### src/bfra_pkg.sv
package bfra_pkg;

    localparam int DEF_MAX_SEGMENTS = 64;
    localparam int DEF_ADDR_BITS    = 32;
    localparam int PORT_ADDR_W      = 32;
    localparam int COUNT_W          = 7;

    typedef enum logic [1:0] {
        OP_INIT  = 2'd0,
        OP_ALLOC = 2'd1,
        OP_FREE  = 2'd2,
        OP_CLEAR = 2'd3
    } op_t;

    typedef struct packed {
        op_t                    op;
        logic [PORT_ADDR_W-1:0] addr;
        logic [PORT_ADDR_W-1:0] size;
    } req_t;

    typedef enum logic [3:0] {
        ST_IDLE,
        ST_SCAN,
        ST_DECIDE,
        ST_MOVE,
        ST_AWR_SPLIT,
        ST_AWR_PICK,
        ST_FSUM,
        ST_FWR,
        ST_DONE
    } state_t;

endpackage

### src/bfra_front.sv
module bfra_front
(
    input  logic                             clk,
    input  logic                             rst_n,
    input  logic                             req_valid,
    output logic                             req_stall,
    input  logic [1:0]                       req_type,
    input  logic [bfra_pkg::PORT_ADDR_W-1:0] region_address,
    input  logic [bfra_pkg::PORT_ADDR_W-1:0] request_size,
    output logic                             q_valid,
    output bfra_pkg::req_t                   q_head,
    input  logic                             q_pop
);

    bfra_pkg::req_t q_data_reg [2];
    logic           wr_ptr_reg;
    logic           wr_ptr_next;
    logic           rd_ptr_reg;
    logic           rd_ptr_next;
    logic [1:0]     fill_reg;
    logic [1:0]     fill_next;
    logic           push;
    logic           pop;
    bfra_pkg::req_t req_in;

    assign req_stall = (fill_reg == 2'd2);
    assign push      = req_valid && !req_stall;
    assign q_valid   = (fill_reg != 2'd0);
    assign pop       = q_pop && q_valid;
    assign q_head    = q_data_reg[rd_ptr_reg];

    always_comb
    begin
        req_in.op   = bfra_pkg::op_t'(req_type);
        req_in.addr = region_address;
        req_in.size = request_size;
    end

    always_comb
    begin
        wr_ptr_next = push ? ~wr_ptr_reg : wr_ptr_reg;
        rd_ptr_next = pop ? ~rd_ptr_reg : rd_ptr_reg;
        fill_next   = fill_reg + 2'(push) - 2'(pop);
    end

    always_ff @(posedge clk)
    begin
        if (push)
        begin
            q_data_reg[wr_ptr_reg] <= req_in;
        end
    end

    always_ff @(posedge clk or negedge rst_n)
    begin
        if (!rst_n)
        begin
            wr_ptr_reg <= 1'b0;
            rd_ptr_reg <= 1'b0;
            fill_reg   <= 2'd0;
        end
        else
        begin
            wr_ptr_reg <= wr_ptr_next;
            rd_ptr_reg <= rd_ptr_next;
            fill_reg   <= fill_next;
        end
    end

endmodule

### config.mk
export PLATFORM = sky130hd
export DESIGN_NAME = bfra_front
export DESIGN_NICKNAME = d
export VERILOG_FILES = /design/src/bfra_pkg.sv /design/src/bfra_front.sv
export SDC_FILE = /design/constraint.sdc
export NUM_CORES = 1
export LEC_CHECK = 0
export BUFFER_PORTS_ARGS = -buffer_cell sky130_fd_sc_hd__buf_2
export CORE_ASPECT_RATIO = 0.5
export CORE_MARGIN = 8
export CORE_UTILIZATION = 35
export CTS_CLUSTER_DIAMETER = 40
export DETAILED_ROUTE_END_ITERATION = 10
export PLACE_DENSITY = 0.61
export REMOVE_ABC_BUFFERS = 1
export SYNTH_ARGS = -nofsm -noshare
export SYNTH_HDL_FRONTEND = slang
export SYNTH_SLANG_ARGS = --single-unit
export TNS_END_PERCENT = 30
### constraint.sdc
create_clock -name clk -period 11.75 [get_ports clk]
set_input_delay 1.175 -clock clk [delete_from_list [all_inputs] [get_ports clk]]
set_output_delay 1.175 -clock clk [all_outputs]
set_load 0.01 [all_outputs]
* Word-level counts from Yosys, hierarchy flattened
Memories as Yosys holds them, arrays and structs flattened.
Index checks and enable logic that the tools add are counted.
** Word-level totals
- Register bits :: 4
- Bits in writable memories :: 132
- Input port bits :: 70
- Output and inout port bits :: 68
- Word-level logic and storage cells :: 15
- Memories kept :: 1
** Cells by class
- Add/sub/neg operators :: 2
- Equality and inequality tests :: 1
- Multiplexer cells :: 2
- Bitwise gates (word level) :: 2
- Reductions and logical operators :: 4
** Memories
- q_data_reg :: words 2, bits a word 66, rd ports 1, clocked after memory_dff 0, wr ports 1, line bfra_front.sv:15 : bfra_pkg::req_t q_data_reg [2];
** Operators with widths (count)
- adder 2 x 1 -> 2 bit :: 1
- equality test 2 bit, second input constant :: 1
- logical AND 1 bit :: 2
- two-way mux 1 bit :: 2
- NOT 1 bit :: 2
- nonzero test 2 bit :: 1
- subtractor 2 x 1 -> 2 bit :: 1
- logical NOT 1 bit :: 1

* Logic depth before layout (Yosys ltp)
- Depth in word-level cells :: 5
- Depth in mapped cells :: 7

* Worst setup path after synthesis
No wires, ideal clock.
- Path type :: input-to-reg
- Start :: input req_valid
- End :: memory q_data_reg[0][0] (netlist name), enable pin
- Setup time :: 0.490 ns
- Data arrival time :: 4.027 ns
- Slack :: 7.233 ns
- Stages on the path :: 2
- Path buffers :: 0
- Cells stage by stage :: nand2_1 nor2_1
** Between the ends
- Longest elaborated chain between the ends :: 3
** RTL lines
- start: declaration :: line bfra_front.sv:5 : input logic req_valid,
- logical AND 1 bit :: line bfra_front.sv:27 : assign push = req_valid && !req_stall;
- two-way mux 1 bit :: line bfra_front.sv:48 : if (push)
- two-way mux 1 bit (not written as such) :: line bfra_front.sv:50 : q_data_reg[wr_ptr_reg] <= req_in;
- end: declaration :: line bfra_front.sv:15
No other way between the ends.

==> report_table.html <==
<table>
<tr><th>Metric</th><th>Value</th></tr>
<tr><th colspan="2">Drt</th></tr>
<tr><td>Post-DRT Antenna Nets</td><td>0</td></tr>
<tr><td>M1 wire length</td><td>3.89 mm</td></tr>
<tr><td>Max layer used</td><td>met5</td></tr>
<tr><td>Wire length per cell after detailed routing</td><td>17.3 um</td></tr>
<tr><td>Met2 WL</td><td>5.74 mm</td></tr>
<tr><td>DR WL met3</td><td>283 um</td></tr>
<tr><td>Drt initial violations</td><td>136</td></tr>
<tr><td>Post-route DRC</td><td>0</td></tr>
<tr><td>Number of iterations in the first detailed-routing pass</td><td>4</td></tr>
<tr><td>Overall routed net length</td><td>10.1 mm</td></tr>
<tr><td>Via total after detailed routing</td><td>2,508</td></tr>
<tr><td>Per-cell via count in the routed design</td><td>4.32</td></tr>
<tr><th colspan="2">Die</th></tr>
<tr><td>Full die area</td><td>18,800 sq um</td></tr>
<tr><td>Floorplan Core Area</td><td>14,300 sq um</td></tr>
<tr><td># IOs</td><td>138</td></tr>
<tr><td>Starting density of the core</td><td>0.355</td></tr>
<tr><td>Total number of placement rows</td><td>31</td></tr>
<tr><td>Chip height</td><td>101 um</td></tr>
<tr><td>Horiz. Die Dim</td><td>186 um</td></tr>
<tr><th colspan="2">Yosys</th></tr>
<tr><td>Simple-Gate Fraction of Synth Area</td><td>0.00641</td></tr>
<tr><td>Commonest cells in the netlist</td><td>sky130_fd_sc_hd__edfxtp_1, sky130_fd_sc_hd__mux2_2, sky130_fd_sc_hd__mux2_4</td></tr>
<tr><td>Parity-gate share of the synthesized area counting xor and xnor cells</td><td>0.00690</td></tr>
<tr><td>Mux share of post-synthesis cell area</td><td>0.169</td></tr>
<tr><td>Ys async rst share</td><td>0.0294</td></tr>
<tr><td>Cell Area, Synth</td><td>5080 sq um</td></tr>
<tr><td>Number of enable-type register cells in the synthesized netlist</td><td>132</td></tr>
<tr><td>Average size of a mapped cell</td><td>22.8 sq um</td></tr>
<tr><td>Portion of the post-synthesis area used by sequential elements</td><td>0.801</td></tr>
<tr><td>Dominant cell type by area after synthesis</td><td>sky130_fd_sc_hd__edfxtp_1</td></tr>
<tr><td>#FFs+latches synth</td><td>136</td></tr>
<tr><td>Cell types with the largest area share after synthesis</td><td>sky130_fd_sc_hd__edfxtp_1, sky130_fd_sc_hd__mux2_4, sky130_fd_sc_hd__mux2_2</td></tr>
<tr><td>Adder and majority cell fraction of the synthesized area</td><td>0.00493</td></tr>
<tr><td>Most frequently used cell type in the post-synthesis netlist</td><td>sky130_fd_sc_hd__edfxtp_1</td></tr>
<tr><td>Synth top area share</td><td>0.781</td></tr>
<tr><td>Prevailing post-synth register cell</td><td>sky130_fd_sc_hd__edfxtp_1</td></tr>
<tr><td>Number of unique standard cell types used by synthesis</td><td>17</td></tr>
<tr><td>Instance count of the mapped netlist</td><td>223</td></tr>
<tr><td>Number of warnings printed during yosys synthesis</td><td>0</td></tr>
<tr><td>Post-synthesis compound-gate area fraction</td><td>0</td></tr>
<tr><td>Largest family of logic cells by synthesized area</td><td>multiplexers</td></tr>
<tr><th colspan="2">Placed design</th></tr>
<tr><td>Total placed cells including tap cells</td><td>554</td></tr>
<tr><td>IO Port Bufs</td><td>137</td></tr>
<tr><td>Post-Place Worst Slack</td><td>8640 ps</td></tr>
<tr><td>HPWL after detailed placement</td><td>6.73 mm</td></tr>
<tr><td>Final weighted congestion in routability-driven placement</td><td>0.669</td></tr>
<tr><th colspan="2">Final layout</th></tr>
<tr><td>Layout net count</td><td>447</td></tr>
<tr><td>Layout fillers</td><td>1,275</td></tr>
<tr><td>Layout area overhead</td><td>27.2%</td></tr>
<tr><td>Core Util, Final</td><td>0.451</td></tr>
<tr><td>Antenna fix cells</td><td>0</td></tr>
<tr><td>Number of standard cells in the layout, taps in and fillers out</td><td>581</td></tr>
<tr><td>Fraction of layout instances using a drive strength above 1</td><td>0.601</td></tr>
<tr><td>Largest register FFs</td><td>132</td></tr>
<tr><th colspan="2">STA</th></tr>
<tr><td>Pins Over Slew Limit</td><td>0</td></tr>
<tr><td>Setup repair after global routing missed its margin</td><td>false</td></tr>
<tr><td>Total Negative Setup Slacks</td><td>0 ps</td></tr>
<tr><td>Final setup fails</td><td>0</td></tr>
<tr><td>Worst Setup Slack, final</td><td>8280 ps</td></tr>
<tr><td>Final min period</td><td>3470 ps</td></tr>
<tr><td>Slew headroom</td><td>0.370</td></tr>
<tr><td>Least-Margin Pin Slew</td><td>945 ps</td></tr>
<tr><td>Post-route clock period utilization</td><td>0.295</td></tr>
<tr><td>Count of endpoints failing hold in the final timing report</td><td>0</td></tr>
<tr><td>Top achievable clock speed</td><td>288 MHz</td></tr>
<tr><td>Setup clock skew after layout</td><td>8.44 ps</td></tr>
<tr><th colspan="2">Setup path</th></tr>
<tr><td>Cells along the critical path</td><td>buf_4 &gt; mux2_2 &gt; buf_2</td></tr>
<tr><td>Kind of end point of the critical path</td><td>output port</td></tr>
<tr><td>Kind of cell adding the most delay to the critical path</td><td>buffers and inverters</td></tr>
<tr><td>R2R cell count</td><td>4</td></tr>
<tr><td>Origin of the critical flop-to-flop path</td><td>fill_reg[1]</td></tr>
<tr><td>WP data required</td><td>10,580 ps</td></tr>
<tr><td>WP buf/inv</td><td>2</td></tr>
<tr><td>Worst setup path startpoint</td><td>rd_ptr_reg</td></tr>
<tr><td>Kind of critical path</td><td>register to output port</td></tr>
<tr><td>CP max FO</td><td>45</td></tr>
<tr><td>Max stage delay cell, worst path</td><td>sky130_fd_sc_hd__buf_4</td></tr>
<tr><td>Type of origin of the critical path</td><td>register</td></tr>
<tr><td>CP Data Arrival Time</td><td>2290 ps</td></tr>
<tr><td>Worst path max stage delay</td><td>670 ps</td></tr>
<tr><td>Path length in cells of the critical path</td><td>3</td></tr>
<tr><th colspan="2">Clocking</th></tr>
<tr><td>Total clock buffers created by CTS</td><td>17</td></tr>
<tr><td>Latest clock arrival within the worst-skew pair</td><td>400 ps</td></tr>
<tr><td>Total of cells resized after clock tree synthesis</td><td>0</td></tr>
<tr><td>Clk Tree Root Cell</td><td>sky130_fd_sc_hd__clkbuf_16</td></tr>
<tr><td>Clock slew seen by the registers of the worst setup and hold paths</td><td>50 ps</td></tr>
<tr><td>Total clock sinks</td><td>136</td></tr>
<tr><td>CTS Buffer Depth</td><td>2</td></tr>
<tr><td>Number of hold-repair buffers added at the cts stage</td><td>0</td></tr>
<tr><td>Clock tree from TritonCTS</td><td>done</td></tr>
<tr><td>Post-CTS setup repair buffer count</td><td>0</td></tr>
<tr><td>H-tree levels</td><td>4</td></tr>
<tr><th colspan="2">GRT</th></tr>
<tr><td>Maximum number of pins on one net before global-route repair</td><td>67</td></tr>
<tr><td>Wire length of the first global-routing pass</td><td>15.5 mm</td></tr>
<tr><td>GRT Residual Overflow</td><td>0</td></tr>
<tr><td>Global Route Usage Sum</td><td>0.108</td></tr>
<tr><td>Antenna violations before repair</td><td>1</td></tr>
<tr><td>Number of global-route vias before repair</td><td>2,879</td></tr>
<tr><th colspan="2">Run status</th></tr>
<tr><td>Status</td><td>complete, no violations</td></tr>
<tr><th colspan="2">Flow run</th></tr>
<tr><td>Max-capacitance violation count</td><td>0</td></tr>
<tr><th colspan="2">Min path</th></tr>
<tr><td>Min-delay worst type</td><td>register to register</td></tr>
<tr><td>Min-Delay Startpoint</td><td>fill_reg[0]</td></tr>
<tr><td>Count of cells along the worst hold path</td><td>1</td></tr>
<tr><th colspan="2">Pwr</th></tr>
<tr><td>Peak supply drop</td><td>0.249 mV</td></tr>
<tr><td>Pwr Density</td><td>250 nW/um^2</td></tr>
<tr><td>Leakage dissipation</td><td>2.50 nW</td></tr>
</table>
==> metal layers <==
metal  vias to the layer above  global-route usage
met2                        47               0.207
li1                       1180                   -
met1                      1265               0.110
met5                         -                   0
met3                        14              0.0344
met4                         2              0.0416
==> through the flow <==
step | instance area (sq um) | hold slack, ps | power (W)
2_1_floorplan | 5020 | 461 | 0.00104
3_3_place_gp | 5990 | 505 | 0.00121
3_5_place_dp | 5990 | 516 | 0.00121
4_1_cts | 6460 | 533 | 0.00165
5_1_grt | 6460 | 557 | 0.00171
6_report | 6460 | 526 | 0.00162
==> logic make-up after synthesis <==
family                     after synthesis
DFF                                    136
xor gates and xnor gates                 4
muxes                                   66
adders and majority gates                2
buffers and inverters                    9
and+or+nand+nor                          6
==> power breakdown <==
part / internal (W) / leakage, nW / total [W] / switching [W]
clock: 0.000259 / 0.230 / 0.000432 / 0.000173
sequential: 0.000668 / 1.27 / 0.000713 / 0.0000448
combinational: 0.000231 / 0.998 / 0.000473 / 0.000242
total: 0.00116 / 2.50 / 0.00162 / 0.000460
==> layout by cell type (no fill, tap or decap) <==
cell type / count
sky130_fd_sc_hd__clkinvlp_4: 1
sky130_fd_sc_hd__dfrtp_4: 1
sky130_fd_sc_hd__xor2_1: 1
sky130_fd_sc_hd__and3_2: 1
sky130_fd_sc_hd__buf_4: 3
sky130_fd_sc_hd__nand2_1: 1
sky130_fd_sc_hd__clkbuf_16: 17
sky130_fd_sc_hd__clkinv_2: 3
sky130_fd_sc_hd__mux2_4: 30
sky130_fd_sc_hd__and2_1: 1
sky130_fd_sc_hd__clkbuf_1: 2
sky130_fd_sc_hd__edfxtp_1: 132
sky130_fd_sc_hd__nor2_4: 1
sky130_fd_sc_hd__mux2_2: 36
sky130_fd_sc_hd__or2_1: 1
sky130_fd_sc_hd__nand2b_1: 1
sky130_fd_sc_hd__buf_2: 137
sky130_fd_sc_hd__clkinv_1: 4
sky130_fd_sc_hd__ha_1: 2
sky130_fd_sc_hd__xnor2_1: 3
sky130_fd_sc_hd__inv_1: 2
sky130_fd_sc_hd__dfrtp_1: 3
==> cell type report <==
cell class	count	area (sq um)	share of cell area
clock buffer	19	433	0.0670
clock inverter	8	37.5	0.00581
inverter	2	7.51	0.00116
multi-input combinational	78	957	0.148
sequential	136	4070	0.630
tap	198	248	0.0384
timing repair buffer	140	708	0.110
==> path summary, 6_finish.rpt <==
path,endpoint,slack (ps)
worst max-delay path,q_head[22],8280
worst min-delay path,fill_reg[0],530
worst max register to register,q_data_reg[0][32],9810
worst min register to register,fill_reg[0],530
max in group asynchronous,rd_ptr_reg,11030
min in group asynchronous,fill_reg[0],580
Power figures use the tool's default switching activity.
